### src/bpu_pkg.sv
// Shared types and constants for the BMP pixel unpacker.
// No dependencies; compiled first.

package bpu_pkg;

    localparam int PIX_INDEX_W = 24;
    localparam int RGB_W       = 24;
    localparam int CFG_IDX_W   = 3;
    localparam int CFG_DATA_W  = 16;

    // supported pixel depths
    localparam logic [5:0] BPP_MONO    = 6'd1;
    localparam logic [5:0] BPP_NIBBLE  = 6'd4;
    localparam logic [5:0] BPP_INDEX8  = 6'd8;
    localparam logic [5:0] BPP_HIGH16  = 6'd16;
    localparam logic [5:0] BPP_TRUE24  = 6'd24;
    localparam logic [5:0] BPP_TRUE32  = 6'd32;

    // register reset values
    localparam logic [5:0]  RST_BPP        = 6'd24;
    localparam logic [12:0] RST_WIDTH      = 13'd1;
    localparam logic [12:0] RST_HEIGHT     = 13'd1;
    localparam logic        RST_TOP_DOWN   = 1'b0;
    localparam logic [15:0] RST_RED_MASK   = 16'h7c00;
    localparam logic [15:0] RST_GREEN_MASK = 16'h03e0;
    localparam logic [15:0] RST_BLUE_MASK  = 16'h001f;

    // 16-bit field scaling
    localparam logic [15:0] GREEN_SIX_MASK = 16'h07e0;
    localparam int          COMP_MAX       = 255;
    localparam int          FULL5          = 31;
    localparam int          FULL6          = 63;

    typedef enum logic [1:0] {
        CMD_PALETTE = 2'd0,
        CMD_PIXEL   = 2'd1,
        CMD_FRAME   = 2'd2
    } cmd_t;

    typedef enum logic [CFG_IDX_W-1:0] {
        REG_BPP        = 3'd0,
        REG_WIDTH      = 3'd1,
        REG_HEIGHT     = 3'd2,
        REG_TOP_DOWN   = 3'd3,
        REG_RED_MASK   = 3'd4,
        REG_GREEN_MASK = 3'd5,
        REG_BLUE_MASK  = 3'd6
    } reg_idx_t;

    // where a pixel's color comes from
    typedef enum logic [2:0] {
        SRC_PAL = 3'b001,
        SRC_BGR = 3'b010,
        SRC_FLD = 3'b100
    } src_t;

    typedef struct packed {
        logic [5:0]  bits_per_pixel;
        logic [12:0] image_width;
        logic [12:0] image_height;
        logic        top_down;
        logic [15:0] red_mask;
        logic [15:0] green_mask;
        logic [15:0] blue_mask;
    } cfg_t;

    typedef struct packed {
        logic [PIX_INDEX_W-1:0] pixel_index;
        logic [RGB_W-1:0]       raw;
        src_t                   src;
        logic                   last_of_run;
        logic                   frame_done;
    } pix_issue_t;

    typedef struct packed {
        logic             en;
        logic [7:0]       index;
        logic [RGB_W-1:0] rgb;
    } pal_wr_t;

    typedef struct packed {
        logic       en;
        logic [7:0] index;
    } pal_rd_t;

endpackage

### src/bpu_if.sv


interface bpu_pixel_if;
    logic        valid;
    logic        ready;
    logic [23:0] pixel_index;
    logic [7:0]  red;
    logic [7:0]  green;
    logic [7:0]  blue;
    logic        last_of_run;
    logic        frame_done;

    modport source (
        output valid, pixel_index, red, green, blue, last_of_run, frame_done,
        input  ready
    );
    modport sink (
        input  valid, pixel_index, red, green, blue, last_of_run, frame_done,
        output ready
    );
endinterface

### src/bpu_color.sv
// Color stage and output register: palette data or bitfield decode, then output.
// Depends on bpu_pkg and bpu_if.

module bpu_color (
    input  logic                      clk,
    input  logic                      rst_n,
    input  bpu_pkg::cfg_t             cfg,
    input  logic                      issue_valid,
    input  bpu_pkg::pix_issue_t       issue,
    input  logic [bpu_pkg::RGB_W-1:0] pal_data,
    output logic                      can_issue,
    bpu_pixel_if.source               pixel_stream
);
    import bpu_pkg::*;

    localparam int SCALE5 = COMP_MAX / FULL5;
    localparam int REM5   = COMP_MAX % FULL5;
    localparam int SCALE6 = COMP_MAX / FULL6;
    localparam int REM6   = COMP_MAX % FULL6;

    // x * 255 / full, saturated: x*SCALE + floor(x*REM/full) below full
    function automatic logic [7:0] field16(input logic [15:0] p, input logic [15:0] mask,
                                           input logic six);
        logic [15:0] lsb;
        logic [15:0] x;
        logic [3:0]  sh;
        logic [7:0]  t;
        logic [2:0]  q;
        logic [7:0]  v;
        lsb = mask & (~mask + 16'd1);
        sh  = '0;
        for (int i = 0; i < 16; i++)
        begin
            if (lsb[i])
            begin
                sh = sh | 4'(i);
            end
        end
        x = (p & mask) >> sh;
        q = '0;
        if (six)
        begin
            t = 8'(x[5:0]) * 8'(REM6);
            for (int k = 1; k < REM6; k++)
            begin
                if (t >= 8'(FULL6 * k))
                begin
                    q = q + 3'd1;
                end
            end
            v = (x >= 16'(FULL6)) ? 8'(COMP_MAX) : 8'(x[5:0]) * 8'(SCALE6) + 8'(q);
        end
        else
        begin
            t = 8'(x[4:0]) * 8'(REM5);
            for (int k = 1; k < REM5; k++)
            begin
                if (t >= 8'(FULL5 * k))
                begin
                    q = q + 3'd1;
                end
            end
            v = (x >= 16'(FULL5)) ? 8'(COMP_MAX) : 8'(x[4:0]) * 8'(SCALE5) + 8'(q);
        end
        return v;
    endfunction

    logic       p_valid_reg, p_valid_next;
    pix_issue_t p_reg;
    logic       out_valid_reg, out_valid_next;
    logic [23:0] idx_reg;
    logic [7:0]  red_reg, green_reg, blue_reg;
    logic        last_reg, done_reg;
    logic [7:0]  red_c, green_c, blue_c;
    logic        p_adv, green_six;

    assign p_adv     = !out_valid_reg || pixel_stream.ready;
    assign can_issue = !p_valid_reg || p_adv;
    assign green_six = cfg.green_mask == GREEN_SIX_MASK;

    always_comb
    begin
        p_valid_next   = issue_valid ? 1'b1 : (p_adv ? 1'b0 : p_valid_reg);
        out_valid_next = p_adv ? p_valid_reg : out_valid_reg;
    end

    always_comb
    begin
        unique case (p_reg.src)
            SRC_PAL:
            begin
                {red_c, green_c, blue_c} = pal_data;
            end
            SRC_FLD:
            begin
                red_c   = field16(p_reg.raw[15:0], cfg.red_mask, 1'b0);
                green_c = field16(p_reg.raw[15:0], cfg.green_mask, green_six);
                blue_c  = field16(p_reg.raw[15:0], cfg.blue_mask, 1'b0);
            end
            default:
            begin
                {red_c, green_c, blue_c} = p_reg.raw;
            end
        endcase
    end

    always_ff @(posedge clk or negedge rst_n)
    begin
        if (!rst_n)
        begin
            p_valid_reg   <= 1'b0;
            out_valid_reg <= 1'b0;
        end
        else
        begin
            p_valid_reg   <= p_valid_next;
            out_valid_reg <= out_valid_next;
        end
    end

    always_ff @(posedge clk)
    begin
        if (issue_valid)
        begin
            p_reg <= issue;
        end
        if (p_adv && p_valid_reg)
        begin
            idx_reg   <= p_reg.pixel_index;
            red_reg   <= red_c;
            green_reg <= green_c;
            blue_reg  <= blue_c;
            last_reg  <= p_reg.last_of_run;
            done_reg  <= p_reg.frame_done;
        end
    end

    assign pixel_stream.valid       = out_valid_reg;
    assign pixel_stream.pixel_index = idx_reg;
    assign pixel_stream.red         = red_reg;
    assign pixel_stream.green       = green_reg;
    assign pixel_stream.blue        = blue_reg;
    assign pixel_stream.last_of_run = last_reg;
    assign pixel_stream.frame_done  = done_reg;

endmodule

### src/flat_wrapper.sv
// flat-port wrapper written by rule: the top's interface ports become plain ports
module bpu_color_flat import bpu_pkg::*;
  (clk, rst_n, cfg, issue_valid, issue, pal_data, can_issue, pixel_stream_valid, pixel_stream_pixel_index, pixel_stream_red, pixel_stream_green, pixel_stream_blue, pixel_stream_last_of_run, pixel_stream_frame_done, pixel_stream_ready);
  bpu_pixel_if pixel_stream_i ();
  input  logic clk;
  input  logic rst_n;
  input  bpu_pkg::cfg_t cfg;
  input  logic issue_valid;
  input  bpu_pkg::pix_issue_t issue;
  input  logic [bpu_pkg::RGB_W-1:0] pal_data;
  output logic can_issue;
  output wire logic [$bits(pixel_stream_i.valid)-1:0] pixel_stream_valid;
  output wire logic [$bits(pixel_stream_i.pixel_index)-1:0] pixel_stream_pixel_index;
  output wire logic [$bits(pixel_stream_i.red)-1:0] pixel_stream_red;
  output wire logic [$bits(pixel_stream_i.green)-1:0] pixel_stream_green;
  output wire logic [$bits(pixel_stream_i.blue)-1:0] pixel_stream_blue;
  output wire logic [$bits(pixel_stream_i.last_of_run)-1:0] pixel_stream_last_of_run;
  output wire logic [$bits(pixel_stream_i.frame_done)-1:0] pixel_stream_frame_done;
  input wire logic [$bits(pixel_stream_i.ready)-1:0] pixel_stream_ready;
  assign pixel_stream_valid = pixel_stream_i.valid;
  assign pixel_stream_pixel_index = pixel_stream_i.pixel_index;
  assign pixel_stream_red = pixel_stream_i.red;
  assign pixel_stream_green = pixel_stream_i.green;
  assign pixel_stream_blue = pixel_stream_i.blue;
  assign pixel_stream_last_of_run = pixel_stream_i.last_of_run;
  assign pixel_stream_frame_done = pixel_stream_i.frame_done;
  assign pixel_stream_i.ready = pixel_stream_ready;
  bpu_color u_core (.clk(clk), .rst_n(rst_n), .cfg(cfg), .issue_valid(issue_valid), .issue(issue), .pal_data(pal_data), .can_issue(can_issue), .pixel_stream(pixel_stream_i));
endmodule
### config.mk
export PLATFORM = sky130hd
export DESIGN_NAME = bpu_color_flat
export DESIGN_NICKNAME = d
export VERILOG_FILES = /design/src/bpu_pkg.sv /design/src/bpu_if.sv /design/src/bpu_color.sv /design/src/flat_wrapper.sv
export SDC_FILE = /design/constraint.sdc
export NUM_CORES = 1
export LEC_CHECK = 0
export BUFFER_PORTS_ARGS = -buffer_cell sky130_fd_sc_hd__buf_2
export CAP_MARGIN = 15
export CORE_ASPECT_RATIO = 0.8
export CORE_UTILIZATION = 50
export CTS_CLUSTER_DIAMETER = 200
export DETAILED_ROUTE_END_ITERATION = 10
export PLACE_DENSITY = 0.78
export SETUP_SLACK_MARGIN = 0.3
export SYNTH_ARGS = -nofsm -noshare
export SYNTH_HDL_FRONTEND = slang
export SYNTH_SLANG_ARGS = --single-unit
### constraint.sdc
create_clock -name clk -period 7.3 [get_ports clk]
set_clock_uncertainty 0.2 [all_clocks]
set_input_delay 1.825 -clock clk [delete_from_list [all_inputs] [get_ports clk]]
set_output_delay 1.825 -clock clk [all_outputs]
set_load 0.02 [all_outputs]
==> impl_metrics.csv, run 1 <==
group,metric,value,unit
status,status,"stopped before the end",
status,haltStage,"global routing (5_1_grt)",
status,stop_error,"[ERROR GRT-0232] Routing congestion too high. Check the congestion heatmap in the GUI.",
cts,cts-root-buf,"clkbuf_16",
global_routing,grt-ovfl-total,2,
yosys,avgSynthCellArea,9.29,um2
sta,endpoint_type,"register input",
sta,grt_worst_setup_endpoint,"u_core.pixel_stream.red[2]$_DFFE_PP_/D",
yosys,synth.mux.area_fraction,0.0483,
die,dieHeight,121,um
yosys,synth_cell_types,75,
yosys,synth_fa_ha_area_frac,0.116,
yosys,synth_fp_nets,1182,
yosys,synth_compound_gate_area_share,0.244,
cts,ctsHoldBuffers,0,
cts,cts_buffers,9,
placement,io_buffers,180,
cts,clockBufferDepth,2,
cts,htreeDepth,3,
yosys,synth_simple_gate_area_frac,0.170,
global_routing,antenna_found_initial,13,
yosys,ys_seq_area_frac,0.357,
cts,clock_sinks,105,
die,pin_count,214,
yosys,yosysWarnings,0,
placement,place_inst,1622,
yosys,synth_cells,948,
placement,dp_hpwl,24200,um
yosys,synth_edf_count,103,
global_routing,grt_max_degree,55,
die,die_w,150,um
yosys,synth_top_family_by_area,"compound AO/OA/AOI/OAI gates",
yosys,synth-main-ff-cell,"edfxtp_1",
yosys,synth_xor_area_frac,0.0278,
yosys,ys_ff_latch,105,
global_routing,grt_usage,0.672,
die,rows,43,
yosys,synth_area,0.00881,mm2
die,initial_core_util,0.510,
yosys,async_reset_ff_frac,0.0190,
placement,gp_congestion,1.07,
placement,pre_cts_ws,-1.64,ns
cell families after synthesis:
group | count (synthesis)
compound gates | 311
buf+inv | 86
xor+xnor | 28
fa+ha+maj | 72
mux | 40
flops | 105
simple gates | 306
through the flow:
stage / instance area (um2) / util
4_1_cts: 14000 / 0.808
3_5_place_dp: 12500 / 0.724
3_3_place_gp: 12500 / 0.724
2_1_floorplan: 9230 / -
per-layer routing:
layer / overflow / track usage
met3: 0 / 0.495
met2: 1 / 0.852
met5: 0 / 0.200
met4: 1 / 0.591
met1: 0 / 0.703
synth_stat cells, types with 19 or more instances:
cell        n  area share
ha_1       56       0.080
nand2_1   103       0.044
inv_1      59       0.025
o21ai_0    61       0.035
a22oi_1    26       0.022
a21oi_1    49       0.028
mux2i_1    29       0.033
edfxtp_1  103        0.35
a21o_1     21       0.018
nor3_1     19       0.011
nand3_1    22       0.012
nor2_1     70       0.030
clkbuf_1   19      0.0081
timing repair:
item,4_1_cts
buffers inserted,72
pin swaps,87
cloned,1
gates resized for setup,139
setup endpoints to repair,8
==> run 2: changes to the inputs <==
Settings changed: CORE_ASPECT_RATIO 0.8 to default, CORE_UTILIZATION 50 to 40, CTS_CLUSTER_DIAMETER 200 to default, PLACE_DENSITY 0.78 to default, PLACE_DENSITY_LB_ADDON from default to 0.15, SETUP_SLACK_MARGIN 0.3 to default.
Clock period 7.3 ns to 9.5 ns, I/O delays scaled along.
==> impl_metrics.csv, run 2 <==
group,metric,value,unit
status,status,"complete, no violations",
die,initial_core_util,0.414,
die,pin_count,214,
power,power_frac_comb,0.482,
yosys,synth_top_cell_by_area,"edfxtp_1",
yosys,synth_fp_nets,1182,
global_routing,grt_pass1_wl,42700,um
cts,cts_buffers,9,
cts,clkSlewWorstSetupHoldPaths,0.08,ns
final_layout,drive_above_1_share,0.309,
power,pwr-share-seq,0.308,
final_layout,nFillCells,1965,
route,route.detailed.drc,0,
global_routing,grt_max_degree,55,
yosys,yosys-top-cells-count,"edfxtp_1, nand2_1, nor2_1, o21ai_0, inv_1",
sta,fmax,0.110,GHz
sta,finalSetupTns,0,ns
die,rows,53,
final_layout,seq_area,0.00314,mm2
route,drtIter0Drc,426,
power,intPower,0.00119,W
final_layout,synthToLayoutAreaGrowth,30.2,%
cts,clkLatencyLatePin,0.36,ns
placement,place_inst,1510,
yosys,synth.top_cell.area_share,0.351,
sta,slew_headroom,0.496,
power,sw_frac_of_total,0.373,
power,p_sw,0.000708,W
sta,finalMaxSlewViolations,0,
die,die_w,150,um
final_layout,utilization,0.539,
final_layout,nNetsFinal,1482,
setup_path,cp_max_fo,4,
cts,clockBufferDepth,2,
hold_path,hold_class,"reg -> reg",
yosys,yosysWarnings,0,
placement,io_buffers,180,
global_routing,grt_usage,0.245,
route,dr.pass1.iters,5,
yosys,ys_ff_latch,105,
route,postRouteAntennaNets,0,
final_layout,final_common_cell,"buf_2",
yosys,synth_edf_count,103,
cts,tritoncts,"built",
sta,setup_viol,0,
route,routed_wl,27500,um
setup_path,r2r_start,"u_core.p_reg[14]",
hold_path,min_to,"u_core.pixel_stream.pixel_index[12]",
power,p_leak,5.09,nW
setup_path,crit_top_cell,"ha_1",
final_layout,largest_reg_flops,53,
setup_path,rr_worst_depth,33,
setup_path,crit_path_end_kind,"register",
setup_path,crit_arrival,8.97,ns
yosys,ys_seq_area_frac,0.357,
cts,clock_sinks,105,
setup_path,r2r-end,"u_core.pixel_stream.red[2]",
yosys,async_reset_ff_frac,0.0190,
die,dieHeight,150,um
cts,cts-root-buf,"clkbuf_16",
yosys,synth_area,0.00881,mm2
sta,tightest_slew,0.753,ns
sta,worst_hold_slack,0.219,ns
final_layout,layout_common_cells,"buf_2, buf_4, edfxtp_1",
sta,post-route-min-period,9.07,ns
cts,htreeDepth,3,
route,wl_per_cell,18.0,um
setup_path,critPathSlowestCell,"fa_1",
global_routing,antenna_found_initial,1,
global_routing,grt-ovfl-total,0,
yosys,synth-main-ff-cell,"edfxtp_1",
setup_path,path_class,"in -> reg",
final_layout,stdcell_count,1530,
yosys,ys_top_cells_by_area,"edfxtp_1, ha_1, nand2_1",
sta,period_share,0.955,
hold_path,holdPathStages,0,
placement,dp_hpwl,21600,um
power,p_clk_frac,0.210,
sta,finalHoldViolCount,0,
power,peakVddDrop,0.100,mV
setup_path,critical_path.max_stage_delay,0.46,ns
route,via_per_inst,5.63,
global_routing,grt_pass1_vias,8328,
setup_path,critPathRequiredTime,9.40,ns
die,core_area,0.0213,mm2
yosys,synth_cells,948,
setup_path,cp-start-kind,"primary input",
power,powerDensity,166,mW/mm2
job,drv_cap,0,
route,num_vias,8616,
hold_path,hp-start,"u_core.p_reg[41]",
die,dieArea,0.0226,mm2
setup_path,reg2reg_slack,2.44,ns
yosys,avgSynthCellArea,9.29,um2
yosys,synth_cell_types,75,
final_layout,multi_input_area,0.00549,mm2
cts,ctsHoldBuffers,0,
placement,gp_congestion,0.981,
run 2: cell counts after synthesis:
Identical to the previous run, type by type.
run 2: final cells by class:
type | count | share of cell area
clock inverter | 6 | 0.00752
tap | 275 | 0.0300
clock buffer | 10 | 0.0200
sequential | 105 | 0.274
antenna | 2 | 0.000436
inverter | 59 | 0.0193
multi-input combinational | 757 | 0.479
timing repair buffer | 316 | 0.170
run 2: critical path: cells and delay by family:
| family | cells | cell delay [ns] |
|---|---|---|
| buffers and inverters | 5 | 0.53 |
| muxes | 1 | 0.17 |
| xor gates and xnor gates | 2 | 0.30 |
| adders and majority gates | 7 | 1.75 |
| AOI/OAI and AO/OA | 12 | 2.22 |
| and+or+nand+nor | 10 | 1.63 |
run 2: worst max-delay path by stage:
| stage | from | endpoint | cells past startpoint |
|---|---|---|---|
| after floorplan | cfg[4] | u_core.pixel_stream.blue[1] | 29 |
| after global placement | cfg[44] | u_core.pixel_stream.red[2] | 36 |
| after detailed placement | cfg[44] | u_core.pixel_stream.red[2] | 36 |
| after CTS | cfg[44] | u_core.pixel_stream.red[2] | 36 |
| after global routing | cfg[42] | u_core.pixel_stream.red[2] | 37 |
| final | cfg[42] | u_core.pixel_stream.red[2] | 37 |
run 2: repair_timing:
| item | in CTS | in global routing |
|---|---|---|
| buffers inserted | 0 | 2 |
| resized for setup | 0 | 37 |
| setup endpoints to repair | 0 | 5 |
run 2: metal layers:
metal | wire [um] | vias up | share of wire | global-route usage
met5 | 0 | - | 0 | 0
met4 | 991 | 0 | 0.036 | 0.103
met3 | 1540 | 61 | 0.056 | 0.0397
met2 | 12900 | 249 | 0.47 | 0.398
met1 | 12100 | 4092 | 0.44 | 0.321
li1 | - | 4214 | - | -
run 2: cells by family after synthesis:
group | share of synthesized area
AOI/OAI and AO/OA | 0.244
DFF | 0.357
adders and majority gates | 0.116
buffers and inverters | 0.0381
and+or+nand+nor | 0.170
muxes | 0.0483
xor gates and xnor gates | 0.0278
run 2: stage by stage:
stage / setup slack [ns] / area (um2) / power [W]
after detailed placement: -0.253 / 11000 / 0.00150
after global placement: -0.245 / 11000 / 0.00148
after floorplan: 0.0400 / 8810 / 0.00117
final: 0.431 / 11500 / 0.00190
after global routing: -0.0179 / 11500 / 0.00205
after CTS: 0.110 / 11300 / 0.00190
run 2: power groups by stage:
| stage | Sequential (W) | Combinational (W) | Clock [W] |
|---|---|---|---|
| detailed placement | 0.000595 | 0.000902 | 0 |
| global placement | 0.000594 | 0.000882 | 0 |
| finish | 0.000585 | 0.000916 | 0.000400 |
| CTS | 0.000584 | 0.000907 | 0.000411 |
| floorplan | 0.000610 | 0.000555 | 0 |
| global route | 0.000589 | 0.00104 | 0.000423 |
(Power assumes the default switching activity.)
