$ cat src/bpu_pkg.sv
// Shared types and constants for the BMP pixel unpacker.
// No dependencies; compiled first.

package bpu_pkg;

    localparam int PIX_INDEX_W = 24;
    localparam int RGB_W       = 24;
    localparam int CFG_IDX_W   = 3;
    localparam int CFG_DATA_W  = 16;

    // supported pixel depths
    localparam logic [5:0] BPP_MONO    = 6'd1;
    localparam logic [5:0] BPP_NIBBLE  = 6'd4;
    localparam logic [5:0] BPP_INDEX8  = 6'd8;
    localparam logic [5:0] BPP_HIGH16  = 6'd16;
    localparam logic [5:0] BPP_TRUE24  = 6'd24;
    localparam logic [5:0] BPP_TRUE32  = 6'd32;

    // register reset values
    localparam logic [5:0]  RST_BPP        = 6'd24;
    localparam logic [12:0] RST_WIDTH      = 13'd1;
    localparam logic [12:0] RST_HEIGHT     = 13'd1;
    localparam logic        RST_TOP_DOWN   = 1'b0;
    localparam logic [15:0] RST_RED_MASK   = 16'h7c00;
    localparam logic [15:0] RST_GREEN_MASK = 16'h03e0;
    localparam logic [15:0] RST_BLUE_MASK  = 16'h001f;

    // 16-bit field scaling
    localparam logic [15:0] GREEN_SIX_MASK = 16'h07e0;
    localparam int          COMP_MAX       = 255;
    localparam int          FULL5          = 31;
    localparam int          FULL6          = 63;

    typedef enum logic [1:0] {
        CMD_PALETTE = 2'd0,
        CMD_PIXEL   = 2'd1,
        CMD_FRAME   = 2'd2
    } cmd_t;

    typedef enum logic [CFG_IDX_W-1:0] {
        REG_BPP        = 3'd0,
        REG_WIDTH      = 3'd1,
        REG_HEIGHT     = 3'd2,
        REG_TOP_DOWN   = 3'd3,
        REG_RED_MASK   = 3'd4,
        REG_GREEN_MASK = 3'd5,
        REG_BLUE_MASK  = 3'd6
    } reg_idx_t;

    // where a pixel's color comes from
    typedef enum logic [2:0] {
        SRC_PAL = 3'b001,
        SRC_BGR = 3'b010,
        SRC_FLD = 3'b100
    } src_t;

    typedef struct packed {
        logic [5:0]  bits_per_pixel;
        logic [12:0] image_width;
        logic [12:0] image_height;
        logic        top_down;
        logic [15:0] red_mask;
        logic [15:0] green_mask;
        logic [15:0] blue_mask;
    } cfg_t;

    typedef struct packed {
        logic [PIX_INDEX_W-1:0] pixel_index;
        logic [RGB_W-1:0]       raw;
        src_t                   src;
        logic                   last_of_run;
        logic                   frame_done;
    } pix_issue_t;

    typedef struct packed {
        logic             en;
        logic [7:0]       index;
        logic [RGB_W-1:0] rgb;
    } pal_wr_t;

    typedef struct packed {
        logic       en;
        logic [7:0] index;
    } pal_rd_t;

endpackage

$ cat src/bpu_if.sv
// Valid/ready channel interfaces for the BMP pixel unpacker.
// Input byte channel and output pixel channel; no package dependency.

interface bpu_byte_if;
    logic       valid;
    logic       ready;
    logic [1:0] cmd;
    logic [7:0] data_byte;
    logic [7:0] palette_index;
    logic [7:0] palette_red;
    logic [7:0] palette_green;
    logic [7:0] palette_blue;

    modport source (
        output valid, cmd, data_byte, palette_index, palette_red, palette_green,
               palette_blue,
        input  ready
    );
    modport sink (
        input  valid, cmd, data_byte, palette_index, palette_red, palette_green,
               palette_blue,
        output ready
    );
endinterface


$ cat src/bpu_sequencer.sv
// Byte sequencer: raster position, row padding, byte assembly, palette access.
// Depends on bpu_pkg and bpu_if.

module bpu_sequencer #(
    parameter int MAX_WIDTH  = 4096,
    parameter int MAX_HEIGHT = 4096
) (
    input  logic                clk,
    input  logic                rst_n,
    input  bpu_pkg::cfg_t       cfg,
    bpu_byte_if.sink            byte_stream,
    input  logic                can_issue,
    output logic                issue_valid,
    output bpu_pkg::pix_issue_t issue,
    output bpu_pkg::pal_wr_t    pal_wr,
    output bpu_pkg::pal_rd_t    pal_rd
);
    import bpu_pkg::*;

    localparam int COL_W     = $clog2(MAX_WIDTH + 1);
    localparam int ROW_W     = $clog2(MAX_HEIGHT + 1);
    localparam int RBL_W     = COL_W + 4;
    localparam int RB_W      = COL_W + 6;
    localparam int PROD_W    = COL_W + ROW_W;
    localparam int WORD_BITS = 32;

    localparam logic [ROW_W-1:0] ROW_RST = ROW_W'(RST_TOP_DOWN ? 0 : RST_HEIGHT - 1);
    localparam logic [RBL_W-1:0] RBL_RST =
        RBL_W'(((RST_WIDTH * RST_BPP + WORD_BITS - 1) / WORD_BITS) * (WORD_BITS / 8));
    localparam logic [2:0] MONO_LAST   = 3'(8 / 1 - 1);
    localparam logic [2:0] NIBBLE_LAST = 3'(8 / 4 - 1);

    logic [COL_W-1:0] col_reg, col_next;
    logic [ROW_W-1:0] row_reg, row_next;
    logic [RBL_W-1:0] rbl_reg, rbl_next;
    logic [1:0]       phase_reg, phase_next;
    logic [23:0]      partial_reg, partial_next;
    logic             finished_reg, finished_next;
    logic             hold_valid_reg, hold_valid_next;
    logic [7:0]       hold_byte_reg, hold_byte_next;
    logic [2:0]       hold_k_reg, hold_k_next;

    logic [COL_W-1:0]  eff_w, col_inc;
    logic [ROW_W-1:0]  eff_h;
    logic [ROW_W:0]    row_plus;
    logic [RB_W-1:0]   row_bits;
    logic [RB_W:0]     row_bits_up;
    logic [RBL_W-1:0]  row_len;
    logic [PROD_W-1:0] row_base;
    logic              last_row, col_lt_w, col_end, done, depth_ok;
    logic              take, step_hold, byte_work, start_frame;
    logic [7:0]        cur_byte, pal_idx;
    logic [2:0]        cur_k;
    logic              emit, run_end, k_last;
    logic [23:0]       raw, merged;
    logic [1:0]        lastphase;
    src_t              src;

    always_comb
    begin
        if (cfg.image_width == '0)
        begin
            eff_w = COL_W'(1);
        end
        else if (32'(cfg.image_width) > MAX_WIDTH)
        begin
            eff_w = COL_W'(MAX_WIDTH);
        end
        else
        begin
            eff_w = COL_W'(cfg.image_width);
        end
        if (cfg.image_height == '0)
        begin
            eff_h = ROW_W'(1);
        end
        else if (32'(cfg.image_height) > MAX_HEIGHT)
        begin
            eff_h = ROW_W'(MAX_HEIGHT);
        end
        else
        begin
            eff_h = ROW_W'(cfg.image_height);
        end
    end

    // padded row length in bytes, rounded up to 32-bit words
    assign row_bits    = RB_W'(eff_w) * RB_W'(cfg.bits_per_pixel);
    assign row_bits_up = {1'b0, row_bits} + (RB_W + 1)'(WORD_BITS - 1);
    assign row_len     = RBL_W'({row_bits_up[RB_W:5], 2'b00});

    assign row_plus = {1'b0, row_reg} + 1'b1;
    assign last_row = cfg.top_down ? (row_plus >= {1'b0, eff_h}) : (row_reg == '0);
    assign col_inc  = col_reg + 1'b1;
    assign col_lt_w = col_reg < eff_w;
    assign col_end  = col_inc >= eff_w;
    assign done     = col_end && last_row;
    assign row_base = PROD_W'(row_reg) * PROD_W'(eff_w);

    always_comb
    begin
        unique case (cfg.bits_per_pixel)
            BPP_MONO, BPP_NIBBLE, BPP_INDEX8,
            BPP_HIGH16, BPP_TRUE24, BPP_TRUE32: depth_ok = 1'b1;
            default:                            depth_ok = 1'b0;
        endcase
    end

    // a multi-pixel byte holds the input until its last pixel issues
    assign byte_stream.ready = !hold_valid_reg && can_issue;
    assign take      = byte_stream.valid && byte_stream.ready;
    assign step_hold = hold_valid_reg && can_issue;
    assign cur_byte  = hold_valid_reg ? hold_byte_reg : byte_stream.data_byte;
    assign cur_k     = hold_valid_reg ? hold_k_reg : 3'd0;
    assign lastphase = (cfg.bits_per_pixel == BPP_TRUE24) ? 2'd2 : 2'd3;

    always_comb
    begin
        col_next        = col_reg;
        row_next        = row_reg;
        rbl_next        = rbl_reg;
        phase_next      = phase_reg;
        partial_next    = partial_reg;
        finished_next   = finished_reg;
        hold_valid_next = hold_valid_reg;
        hold_byte_next  = hold_byte_reg;
        hold_k_next     = hold_k_reg;
        byte_work       = 1'b0;
        start_frame     = 1'b0;
        emit            = 1'b0;
        run_end         = 1'b1;
        k_last          = 1'b0;
        raw             = '0;
        merged          = partial_reg;
        src             = SRC_BGR;
        pal_idx         = '0;
        pal_wr.en       = 1'b0;
        pal_wr.index    = byte_stream.palette_index;
        pal_wr.rgb      = {byte_stream.palette_red, byte_stream.palette_green,
                           byte_stream.palette_blue};

        if (step_hold)
        begin
            byte_work = 1'b1;
        end
        else if (take)
        begin
            unique case (byte_stream.cmd)
                CMD_PALETTE: pal_wr.en   = 1'b1;
                CMD_PIXEL:   byte_work   = 1'b1;
                CMD_FRAME:   start_frame = 1'b1;
                default:     ;
            endcase
        end

        if (byte_work)
        begin
            hold_valid_next = 1'b0;
            if (!finished_reg && depth_ok)
            begin
                if (col_lt_w)
                begin
                    unique case (cfg.bits_per_pixel)
                        BPP_MONO, BPP_NIBBLE:
                        begin
                            emit = 1'b1;
                            src  = SRC_PAL;
                            if (cfg.bits_per_pixel == BPP_MONO)
                            begin
                                pal_idx = {7'b0, cur_byte[3'd7 - cur_k]};
                                k_last  = cur_k == MONO_LAST;
                            end
                            else
                            begin
                                pal_idx = (cur_k == 3'd0) ? {4'b0, cur_byte[7:4]}
                                                          : {4'b0, cur_byte[3:0]};
                                k_last  = cur_k == NIBBLE_LAST;
                            end
                            run_end = k_last || col_end;
                            if (!run_end)
                            begin
                                hold_valid_next = 1'b1;
                                hold_byte_next  = cur_byte;
                                hold_k_next     = cur_k + 3'd1;
                            end
                        end
                        BPP_INDEX8:
                        begin
                            emit    = 1'b1;
                            src     = SRC_PAL;
                            pal_idx = cur_byte;
                        end
                        BPP_HIGH16:
                        begin
                            if (phase_reg == 2'd0)
                            begin
                                partial_next = {16'b0, cur_byte};
                                phase_next   = 2'd1;
                            end
                            else
                            begin
                                emit       = 1'b1;
                                src        = SRC_FLD;
                                raw        = {8'b0, cur_byte, partial_reg[7:0]};
                                phase_next = 2'd0;
                            end
                        end
                        default:
                        begin
                            // byte 4 of a 32-bit pixel is alpha and dropped
                            if (phase_reg != 2'd3)
                            begin
                                merged = partial_reg | (24'(cur_byte) << {phase_reg, 3'b000});
                            end
                            if (phase_reg >= lastphase)
                            begin
                                emit         = 1'b1;
                                src          = SRC_BGR;
                                raw          = merged;
                                phase_next   = 2'd0;
                                partial_next = '0;
                            end
                            else
                            begin
                                partial_next = merged;
                                phase_next   = phase_reg + 2'd1;
                            end
                        end
                    endcase
                end

                if (emit)
                begin
                    col_next = col_inc;
                    if (done)
                    begin
                        finished_next = 1'b1;
                    end
                end

                // row byte accounting once the byte's pixels are all out
                if (run_end && !(emit && done))
                begin
                    if (rbl_reg <= RBL_W'(1))
                    begin
                        if (last_row)
                        begin
                            finished_next = 1'b1;
                        end
                        else
                        begin
                            row_next     = cfg.top_down ? row_reg + 1'b1 : row_reg - 1'b1;
                            col_next     = '0;
                            phase_next   = 2'd0;
                            partial_next = '0;
                            rbl_next     = row_len;
                        end
                    end
                    else
                    begin
                        rbl_next = rbl_reg - 1'b1;
                    end
                end
            end
        end

        if (start_frame)
        begin
            col_next      = '0;
            row_next      = cfg.top_down ? '0 : eff_h - 1'b1;
            rbl_next      = row_len;
            phase_next    = 2'd0;
            partial_next  = '0;
            finished_next = 1'b0;
        end
    end

    assign issue_valid       = emit;
    assign issue.pixel_index = 24'(row_base) + 24'(col_reg);
    assign issue.raw         = raw;
    assign issue.src         = src;
    assign issue.last_of_run = emit && run_end;
    assign issue.frame_done  = emit && done;
    assign pal_rd.en         = emit && (src == SRC_PAL);
    assign pal_rd.index      = pal_idx;

    always_ff @(posedge clk or negedge rst_n)
    begin
        if (!rst_n)
        begin
            col_reg        <= '0;
            row_reg        <= ROW_RST;
            rbl_reg        <= RBL_RST;
            phase_reg      <= 2'd0;
            partial_reg    <= '0;
            finished_reg   <= 1'b0;
            hold_valid_reg <= 1'b0;
            hold_k_reg     <= 3'd0;
        end
        else
        begin
            col_reg        <= col_next;
            row_reg        <= row_next;
            rbl_reg        <= rbl_next;
            phase_reg      <= phase_next;
            partial_reg    <= partial_next;
            finished_reg   <= finished_next;
            hold_valid_reg <= hold_valid_next;
            hold_k_reg     <= hold_k_next;
        end
    end

    always_ff @(posedge clk)
    begin
        hold_byte_reg <= hold_byte_next;
    end

    a_hold_depth: assert property (@(posedge clk) disable iff (!rst_n)
        hold_valid_reg |-> (cfg.bits_per_pixel == BPP_MONO ||
                            cfg.bits_per_pixel == BPP_NIBBLE))
        else $error("held byte with a depth that packs one pixel or fewer per byte");

    a_hold_issues: assert property (@(posedge clk) disable iff (!rst_n)
        hold_valid_reg && can_issue |-> issue_valid && pal_rd.en)
        else $error("held byte stalled with a free pixel slot");

    a_finished_quiet: assert property (@(posedge clk) disable iff (!rst_n)
        finished_reg |-> !issue_valid && !hold_valid_reg)
        else $error("pixel issued after the frame completed");

    a_issue_slot: assert property (@(posedge clk) disable iff (!rst_n)
        issue_valid |-> can_issue)
        else $error("pixel issued into a full color stage");

endmodule

$ cat src/flat_wrapper.sv
// flat-port wrapper written by rule: the top's interface ports become plain ports
module bpu_sequencer_flat import bpu_pkg::*;
#(
    parameter int MAX_WIDTH  = 4096,
    parameter int MAX_HEIGHT = 4096
)
  (clk, rst_n, cfg, can_issue, issue_valid, issue, pal_wr, pal_rd, byte_stream_valid, byte_stream_cmd, byte_stream_data_byte, byte_stream_palette_index, byte_stream_palette_red, byte_stream_palette_green, byte_stream_palette_blue, byte_stream_ready);
  bpu_byte_if byte_stream_i ();
  input  logic clk;
  input  logic rst_n;
  input  bpu_pkg::cfg_t cfg;
  input  logic can_issue;
  output logic issue_valid;
  output bpu_pkg::pix_issue_t issue;
  output bpu_pkg::pal_wr_t pal_wr;
  output bpu_pkg::pal_rd_t pal_rd;
  input wire logic [$bits(byte_stream_i.valid)-1:0] byte_stream_valid;
  input wire logic [$bits(byte_stream_i.cmd)-1:0] byte_stream_cmd;
  input wire logic [$bits(byte_stream_i.data_byte)-1:0] byte_stream_data_byte;
  input wire logic [$bits(byte_stream_i.palette_index)-1:0] byte_stream_palette_index;
  input wire logic [$bits(byte_stream_i.palette_red)-1:0] byte_stream_palette_red;
  input wire logic [$bits(byte_stream_i.palette_green)-1:0] byte_stream_palette_green;
  input wire logic [$bits(byte_stream_i.palette_blue)-1:0] byte_stream_palette_blue;
  output wire logic [$bits(byte_stream_i.ready)-1:0] byte_stream_ready;
  assign byte_stream_i.valid = byte_stream_valid;
  assign byte_stream_i.cmd = byte_stream_cmd;
  assign byte_stream_i.data_byte = byte_stream_data_byte;
  assign byte_stream_i.palette_index = byte_stream_palette_index;
  assign byte_stream_i.palette_red = byte_stream_palette_red;
  assign byte_stream_i.palette_green = byte_stream_palette_green;
  assign byte_stream_i.palette_blue = byte_stream_palette_blue;
  assign byte_stream_ready = byte_stream_i.ready;
  bpu_sequencer #(.MAX_WIDTH(MAX_WIDTH), .MAX_HEIGHT(MAX_HEIGHT)) u_core (.clk(clk), .rst_n(rst_n), .cfg(cfg), .byte_stream(byte_stream_i), .can_issue(can_issue), .issue_valid(issue_valid), .issue(issue), .pal_wr(pal_wr), .pal_rd(pal_rd));
endmodule
$ cat config.mk
export PLATFORM = sky130hd
export DESIGN_NAME = bpu_sequencer_flat
export DESIGN_NICKNAME = d
export VERILOG_FILES = /design/src/bpu_pkg.sv /design/src/bpu_if.sv /design/src/bpu_sequencer.sv /design/src/flat_wrapper.sv
export SDC_FILE = /design/constraint.sdc
export NUM_CORES = 1
export LEC_CHECK = 0
export ABC_CLOCK_PERIOD_IN_PS = 9500
export BUFFER_PORTS_ARGS = -buffer_cell sky130_fd_sc_hd__buf_2
export CORE_MARGIN = 1.5
export CORE_UTILIZATION = 25
export DETAILED_ROUTE_END_ITERATION = 7
export PLACE_DENSITY = 0.43
export SYNTH_ARGS = -nofsm -noshare
export SYNTH_HDL_FRONTEND = slang
export SYNTH_SLANG_ARGS = --single-unit
$ cat constraint.sdc
create_clock -name clk -period 9.5 [get_ports clk]
set_clock_uncertainty 0.1 [all_clocks]
set_input_delay 0.95 -clock clk [delete_from_list [all_inputs] [get_ports clk]]
set_output_delay 0.95 -clock clk [all_outputs]
set_load 0.05 [all_outputs]
==> results.tsv, run 1 <==
metric	value	unit
status	finished, final reports clean	
Final TNS setup	0	ns
yosys warns	0	
CP endpoint kind	output pin	
Initial DRC Count	625	
I/O pins	224	
Reg clk slew, reported paths	0.07	ns
total gr overflow	0	
ant diodes	0	
EDFF count, synth	8	
Hold Path Class	in -> async	
Die X	252.5	um
CTS tree	done	
Max Cap Viol	0	
maximum clock frequency	0.1169	GHz
routability cong.	0.8314	
compound-gate portion of the synthesized area	13.76	%
post-DR wirelength/cell	16.63	um
XOR/XNOR Fraction of Synth Area	4.279	%
Slew headroom	26.80	%
starting density of the core	25.26	%
Yosys reg bits	82	
Final min period	8.553	ns
initial antenna violation count	2	
IO buf count	111	
largest family of logic cells by synthesized area	adder cells	
static leakage	8.472	nW
design area	17080	um^2
mux share of post-synthesis cell area	0.8123	%
final hold vios	0	
post-synthesis sequential area ratio	13.46	%
met2 wire len	22380	um
Synth Area per Inst	8.266	um^2
commonest cells after routing, fill and taps aside	inv_1, nand2_1, ha_1, fa_1, nor2_1	
final wirelength	45980	um
Detail Route Antenna Nets	0	
post-CTS setup buffer count	0	
final core utilization	27.73	%
CTS root buf	clkbuf_16	
worst endpoint required time	8.45	ns
# resized after CTS	0	
CTS Buf Count	9	
Placed Instance Area	16780	um^2
Sinks on Clock Net	82	
P per Cell Area	203.7	nW/um^2
final worst setup slack	0.9475	ns
Nets	2412	
Post-Syn Nets	2371	
dominant synthesized flop cell	dfrtp_1	
period utilization	90.03	%
vias in the first global route	13340	
global-route wire length before repair	74330	um
Crit path buffers/inverters	10	
Max Used Layer	met5	
All-Layer GR Usage	14.79	%
setup repair after global routing missed its margin	false	
largest net degree at the start of global routing	56	
core area	61600	um^2
Syn-to-layout area delta	9.787	%
CTS Buffer Depth	2	
DIE AREA	63740	um^2
worst skew pair latency	0.37	ns
metal3 WL	1358	um
simple-gate share of the synthesized area	20.18	%
Vias	12870	
synthesized instance count	1882	
Distinct cells, synth	85	
Largest register FFs	24	
Max VDD drop	0.4037	mV
Max H-tree Level	3	
worst-margin pin slew	1.090	ns
Post-Syn Area	15560	um^2
FP Rows	91	
cell family with most CP delay	adder cells	
vias per inst	4.656	
CP arrival	7.50	ns
slowest cell on the critical path	fa_1	
HPWL Detailed	36510	um
CP peak stage delay	0.54	ns
# hold bufs at CTS	0	
ys async rst share	90.24	%
Hold WS	0.3567	ns
die height	252.5	um
DRC	0	
Place WS	0.9232	ns
final setup vio count	0	
Max Slew Vio Count	0	
crit start category	input pin	
ratio of cells with drive above 1 in the final layout	9.803	%
adder-cell area share of the yosys netlist	37.61	%
Crit Path Category	in -> out	
CP max FO	20	
Layout fillers	6684	
Met1 Routed Length	21630	um
drt pass-1 iters	5	
## routing by layer
layer / vias up / GRT usage [%]
li1: 6216 / -
met1: 6400 / 19.83
met2: 211 / 25.66
met3: 43 / 1.761
met4: 4 / 2.618
met5: - / 0
## layout make-up
class	instances	area (um^2)	area share, %
Clock buffer	10	239.0	1.399
Clock inverter	6	63.81	0.3736
Inverter	250	938.4	5.494
Multi-Input combinational cell	1440	11920	69.80
Sequential cell	82	2093	12.26
Tap cell	837	1047	6.131
Timing Repair Buffer	140	775.7	4.542
## power by group
part           switching (mW)  total, mW  internal [mW]
clock network           0.165      0.376          0.211
logic                    1.68       2.59          0.906
registers               0.112      0.514          0.403
## kinds of logic (layout without fill, tap and decap cells)
| logic type | count (synthesis) | in the layout |
|---|---|---|
| AOI/OAI and AO/OA | 334 | 334 |
| xor gates and xnor gates | 76 | 76 |
| adders and majority gates | 362 | 362 |
| buffers and inverters | 360 | 406 |
| DFF | 82 | 82 |
| muxes | 12 | 12 |
| and+or+nand+nor | 656 | 656 |
## path summary, 6_finish.rpt
path,from,to,slack [ns],cells after the start
setup / recovery,cfg[74],issue[51],0.95,27
hold / removal,rst_n,u_core.partial_reg[15],0.36,1
setup reg to reg,u_core.col_reg[0],u_core.row_reg[3],3.86,16
hold reg to reg,u_core.partial_reg[9],u_core.partial_reg[9],0.38,2
max in group asynchronous,rst_n,u_core.row_reg[9],7.84,2
min in group clk,u_core.partial_reg[9],u_core.partial_reg[9],0.38,2
## cells in the mapped netlist, drive strengths merged, types with 14 or more instances
| master | count | area share (%) |
|---|---|---|
| and3 | 14 | 0.56 |
| nor3 | 32 | 1.1 |
| nor2b | 24 | 0.97 |
| nor2 | 136 | 3.3 |
| a21oi | 99 | 3.3 |
| ha | 186 | 15 |
| xnor2 | 57 | 3.2 |
| and2 | 115 | 4.6 |
| buf | 52 | 2.5 |
| clkbuf | 58 | 1.4 |
| xor2 | 19 | 1.1 |
| fa | 176 | 23 |
| inv | 248 | 6.0 |
| dfrtp | 73 | 12 |
| a21o | 22 | 1.1 |
| o21ai | 109 | 3.7 |
| nand3 | 29 | 0.93 |
| nand2 | 247 | 6.0 |
## through the flow
stage	power (mW)	instances
final	3.479	2765
after global routing	3.841	2765
after CTS	3.565	2765
after detailed placement	3.158	2749
after global placement	3.149	2749
after floorplan	2.517	1882
## worst reg2reg max path: stages (launching register included)
cell and delay (ns):
dfrtp_1 0.50, ha_1 0.29, nand3_1 0.18, nor4_1 0.89
nand3_1 0.19, xnor2_1 0.24, ha_1 0.28, a21o_1 0.16
a21o_1 0.16, a21oi_1 0.19, o211ai_1 0.33, nor2_1 0.24
a21oi_1 0.09, buf_4 0.19, o22ai_4 0.28, nand2b_1 0.85
mux2_4 0.36
(Power assumes the default switching activity.)
==> run 2: changes to the inputs <==
==> constraint.sdc (replaced) <==
create_clock -name clk -period 9.5 [get_ports clk]
set_clock_uncertainty 0.1 [all_clocks]
set_input_delay 0.475 -clock clk [delete_from_list [all_inputs] [get_ports clk]]
set_output_delay 0.475 -clock clk [all_outputs]
set_load 0.05 [all_outputs]
==> run 2 against run 1 <==
Against the previous run: critical path depth down 1; cell count is 0.14% higher; largest power group unchanged; largest cell class unchanged; clock-buffer cell count up 1; critical path type unchanged.
==> results.tsv, run 2 (synthesis gave the netlist of run 1 again) <==
metric	value	unit	change
PnR Total Power	3.448	mW	-0.87%
I/O pins	224		unchanged
starting density of the core	25.26	%	unchanged
Final min period	7.782	ns	-0.7702 ns
worst skew pair latency	0.37	ns	about the same
design area	17090	um^2	about the same
All-Layer GR Usage	14.54	%	-0.25 points
Die X	252.5	um	unchanged
crit start category	input pin		
period utilization	81.92	%	-8.1 points
ratio of cells with drive above 1 in the final layout	9.990	%	+0.19 points
setup repair after global routing missed its margin	false		
Reg clk slew, reported paths	0.06	ns	about the same
Placed Instance Area	16810	um^2	+0.18%
Nets	2417		+0.21%
CTS tree	done		
static leakage	8.474	nW	about the same
Sinks on Clock Net	82		unchanged
maximum clock frequency	0.1285	GHz	+9.9%
Vias	12850		-0.21%
final setup vio count	0		unchanged
post-DR wirelength/cell	16.41	um	-1.3%
final wirelength	45450	um	-1.1%
Detail Route Antenna Nets	0		unchanged
IO buf count	111		unchanged
P per Cell Area	201.8	nW/um^2	-0.92%
CP arrival	7.21	ns	-0.29 ns
Logic pwr share	76.3	%	+1.9 points
final hold vios	0		unchanged
vias in the first global route	12890		-3.4%
M2 GR Usage	24.22	%	-1.4 points
met3 GRT Util	1.483	%	-0.28 points
# resized after CTS	0		unchanged
Max VDD drop	0.3119	mV	-23%
Place WS	1.617	ns	+0.6942 ns
FP Rows	91		unchanged
Max Slew Vio Count	0		unchanged
sequential group share of total power	13.6	%	-1.2 points
Largest register FFs	24		unchanged
Initial DRC Count	616		-1.4%
switching power	1.953	mW	-0.34%
status	finished, final reports clean		
Most Crowded Layer GR	met2		
Layout fillers	6772		+1.3%
drt pass-1 iters	6		+1
routability cong.	0.8207		-1.3%
CP endpoint kind	output pin		
global-route wire length before repair	72960	um	-1.8%
CTS Buffer Depth	2		unchanged
Final TNS setup	0	ns	unchanged
clock share of power	10.1	%	-0.7 points
Hold Path Class	in -> reg		
met1 Use GR	20.19	%	+0.37 points
Sw Share	56.62	%	+0.30 points
Syn-to-layout area delta	9.844	%	about the same
total gr overflow	0		unchanged
worst-margin pin slew	1.154	ns	+0.06421 ns
DRC	0		unchanged
final core utilization	27.74	%	about the same
worst endpoint required time	8.93	ns	+0.48 ns
largest net degree at the start of global routing	56		unchanged
DIE AREA	63740	um^2	unchanged
ant diodes	0		unchanged
Max H-tree Level	3		unchanged
CTS root buf	clkbuf_16		
initial antenna violation count	1		-1
commonest cells after routing, fill and taps aside	inv_1, nand2_1, ha_1, fa_1, nor2_1		
vias per inst	4.640		-0.35%
internal power	1.496	mW	-1.5%
core area	61600	um^2	unchanged
CTS Buf Count	9		unchanged
CP max FO	6		-70%
Max Cap Viol	0		unchanged
Crit Path Category	in -> out		
final worst setup slack	1.718	ns	+0.7702 ns
die height	252.5	um	unchanged
HPWL Detailed	36010	um	-1.4%
Slew headroom	22.37	%	-4.4 points
run 2: critical path: stages:
cell	delay [ns]
buf_2	0.11
nor4_1	0.29
a31oi_1	0.44
nor2_1	0.53
nand2_1	0.15
fa_1	0.55
inv_1	0.05
fa_1	0.49
inv_1	0.05
fa_1	0.53
inv_1	0.05
fa_1	0.47
inv_1	0.05
fa_1	0.47
inv_1	0.04
ha_1	0.33
nand2_1	0.08
nor2_1	0.09
o41ai_1	0.15
a311oi_1	0.56
a41oi_1	0.26
a21oi_1	0.31
a21o_1	0.19
a21oi_1	0.08
xnor2_1	0.13
buf_2	0.28
run 2: area by class of cell:
class	count	area, um^2	share of cell area (%)
clock buffers	11	242.7	1.420
repair buffers	145	815.8	4.774
well taps	837	1047	6.128
multi-input cells	1440	11920	69.77
inverters	250	938.4	5.491
clock inverters	4	28.78	0.1684
flip-flops and latches	82	2093	12.25
run 2: metrics by stage:
step / instances / hold slack [ns]
2_1_floorplan: 1882 / 0.07941
3_3_place_gp: 2753 / 0.2843
3_5_place_dp: 2753 / 0.2861
4_1_cts: 2769 / 0.2682
5_1_grt: 2769 / 0.2771
6_report: 2769 / 0.2570
run 2: final timing paths:
check	to	cells after the start	slack, ns	start
max reg2reg	u_core.rbl_reg[8]	16	4.24	u_core.col_reg[0]
max in group asynchronous	u_core.hold_k_reg[0]	3	7.73	rst_n
min	u_core.hold_valid_reg	2	0.26	can_issue
min reg2reg	u_core.partial_reg[8]	2	0.39	u_core.partial_reg[8]
max	issue[51]	26	1.72	cfg[63]
min in group asynchronous	u_core.partial_reg[0]	2	0.45	rst_n
run 2: power by group through the flow:
stage	Clock (mW)	Sequential, mW	Combinational, mW
after detailed placement	0	0.474	2.68
final	0.350	0.469	2.63
after global placement	0	0.473	2.67
after global routing	0.371	0.475	2.96
after CTS	0.361	0.468	2.70
after floorplan	0	0.449	2.07
run 2: repair_timing:
action,CTS,global route
hold endpoints to repair,19,0
setup buffers,0,0
hold buffers,1,0
run 2: metal layers:
| metal | wire [um] | part of all wire (%) |
|---|---|---|
| met3 | 1499 | 3.3 |
| met4 | 765 | 1.7 |
| met2 | 21420 | 47 |
| met5 | 13 | 0.029 |
| met1 | 21750 | 48 |
==> run 3: changes to the inputs <==
--- a/config.mk
+++ b/config.mk
@@ -5,7 +5,7 @@
 export SDC_FILE = /design/constraint.sdc
 export NUM_CORES = 1
 export LEC_CHECK = 0
-export ABC_CLOCK_PERIOD_IN_PS = 9500
+export ABC_CLOCK_PERIOD_IN_PS = 8000
 export BUFFER_PORTS_ARGS = -buffer_cell sky130_fd_sc_hd__buf_2
 export CORE_MARGIN = 1.5
 export CORE_UTILIZATION = 25
==> constraint.sdc (replaced) <==
create_clock -name clk -period 8 [get_ports clk]
set_clock_uncertainty 0.1 [all_clocks]
set_input_delay 0.4 -clock clk [delete_from_list [all_inputs] [get_ports clk]]
set_output_delay 0.4 -clock clk [all_outputs]
set_load 0.05 [all_outputs]
==> run 3 against run 2 <==
Against the previous run: via count rose by 0.22%; largest cell class unchanged; cell count grew 0.11%; sequential share of layout area about the same; setup slack lost 1.2 ns.
==> results.tsv, run 3 (synthesis gave the netlist of run 1 again) <==
metric	value	unit	change
status	finished, final reports clean		
HPWL Detailed	37330	um	+3.7%
crit path launch	u_core.row_reg[5]		
setup repair after global routing missed its margin	false		
CTS tree	done		
routability cong.	0.8203		about the same
Initial DRC Count	633		+2.8%
static leakage	8.502	nW	+0.33%
total gr overflow	0		unchanged
vias per inst	4.645		+0.11%
PnR Total Power	4.152	mW	+20%
Nets	2418		+0.041%
CTS root buf	clkbuf_16		
Critical R2R Launch	u_core.col_reg[3]		
Slew headroom	25.23	%	+2.9 points
IO buf count	111		unchanged
cells on worst reg2reg path	15		-1
Vias	12880		+0.22%
CP max FO	12		+6
Largest register FFs	24		unchanged
multi-input logic area	11920	um^2	unchanged
CP endpoint kind	output pin		
# resized after CTS	0		unchanged
core area	61600	um^2	unchanged
drt pass-1 iters	5		-1
worst-margin pin slew	1.113	ns	-0.04072 ns
post-CTS setup buffer count	0		unchanged
initial antenna violation count	0		-1
Max H-tree Level	3		unchanged
commonest cells after routing, fill and taps aside	inv_1, nand2_1, ha_1, fa_1, nor2_1		
DIE AREA	63740	um^2	unchanged
cells along the critical path	and2_1, fa_1, inv_1, fa_1, inv_1, fa_1, inv_1, fa_1, inv_1, fa_1, inv_1, fa_1, inv_1, ha_1, nand2_1, nor2_1, o41ai_1, a311oi_1, a41oi_1, a21oi_1, a21o_1, a21oi_1, xnor2_1, buf_2		
worst-case hold path end point	u_core.hold_valid_reg		
CTS Buffer Depth	2		unchanged
Final TNS setup	0	ns	unchanged
Layout fillers	6740		-0.47%
CP arrival	7.00	ns	-0.21 ns
Reg area	2093	um^2	unchanged
largest net degree at the start of global routing	47		-16%
final hold vios	0		unchanged
Hold Path Class	in -> reg		
FP Rows	91		unchanged
ratio of cells with drive above 1 in the final layout	10.13	%	+0.14 points
Max VDD drop	0.3070	mV	-1.6%
Syn-to-layout area delta	10.15	%	
final wirelength	45760	um	+0.68%
post-DR wirelength/cell	16.51	um	+0.57%
Detail Route Antenna Nets	0		unchanged
CTS Buf Count	9		unchanged
Max Slew Vio Count	0		unchanged
CP peak stage delay	0.61	ns	+0.05 ns
R2R setup slack	2.88	ns	-1.36 ns
Worst R2R End	u_core.row_reg[3]		
maximum clock frequency	0.1334	GHz	
# hold bufs at CTS	1		unchanged
worst hold path cell count	2		unchanged
DRC	0		unchanged
worst skew pair latency	0.37	ns	about the same
Crit Path Category	reg -> out		
All-Layer GR Usage	14.72	%	+0.18 points
period utilization	93.73	%	
P per Cell Area	242.3	nW/um^2	+20%
crit start category	flip-flop		
slowest cell on the critical path	a311oi_1		
worst endpoint required time	7.50	ns	-1.43 ns
die height	252.5	um	unchanged
Max Cap Viol	0		unchanged
Final min period	7.498	ns	
final setup vio count	0		unchanged
Sinks on Clock Net	82		unchanged
Die X	252.5	um	unchanged
Reg clk slew, reported paths	0.06	ns	about the same
Min-Delay Startpoint	can_issue		
starting density of the core	25.26	%	unchanged
vias in the first global route	13260		+2.8%
global-route wire length before repair	73820	um	+1.2%
I/O pins	224		unchanged
## run 3: area by class of cell
| type | count | share of cell area (%) |
|---|---|---|
| multi-input combinational | 1440 | 69.58 |
| sequential | 82 | 12.22 |
| tap | 837 | 6.111 |
| inverter | 250 | 5.476 |
| timing repair buffer | 146 | 4.804 |
| clock buffer | 9 | 1.314 |
| clock inverter | 7 | 0.4892 |
| antenna | 1 | 0.01460 |
## run 3: per-stage QoR
step / area [um^2] / util [%] / std cells / setup slack [ns] / hold WS [ns]
after floorplan: 15560 / - / 1882 / 0.5094 / 0.004409
after global placement: 16810 / 27.30 / 2754 / 0.4895 / 0.2754
after detailed placement: 16810 / 27.30 / 2754 / 0.4638 / 0.2767
after CTS: 17130 / 27.82 / 2771 / 0.4283 / 0.1981
after global routing: 17130 / 27.82 / 2771 / 0.07457 / 0.2066
final: 17140 / 27.82 / 2772 / 0.5016 / 0.1916
## run 3: how the worst max path moves through the flow
stage,to,slack (ns),cells after the start
detailed placement,issue[51],0.46,26
CTS,issue[51],0.43,24
floorplan,issue[52],0.51,23
finish,issue[51],0.50,24
global placement,issue[51],0.49,26
global route,issue[51],0.07,26
## run 3: report_power, final
part / switching (mW) / leakage, nW / internal, mW / total [mW]
clock: 0.206 / 0.149 / 0.248 / 0.454
combinational: 2.03 / 7.28 / 1.08 / 3.11
sequential: 0.109 / 1.07 / 0.479 / 0.587
total: 2.34 / 8.50 / 1.81 / 4.15
## run 3: critical path: cells and delay by family, from the launching register on
family	cells	cell delay, ns
flops	1	0.60
fa+ha+maj	7	3.24
buf+inv	7	0.57
simple gates	3	0.42
xor+xnor	1	0.14
compound gates	6	1.64
## run 3: routing by layer
metal  share of wire [%]  global-route usage, %
met1                  47                  19.95
met2                  49                  25.28
met3                 3.4                  1.730
met4                 1.1                  2.583
met5                   0                      0
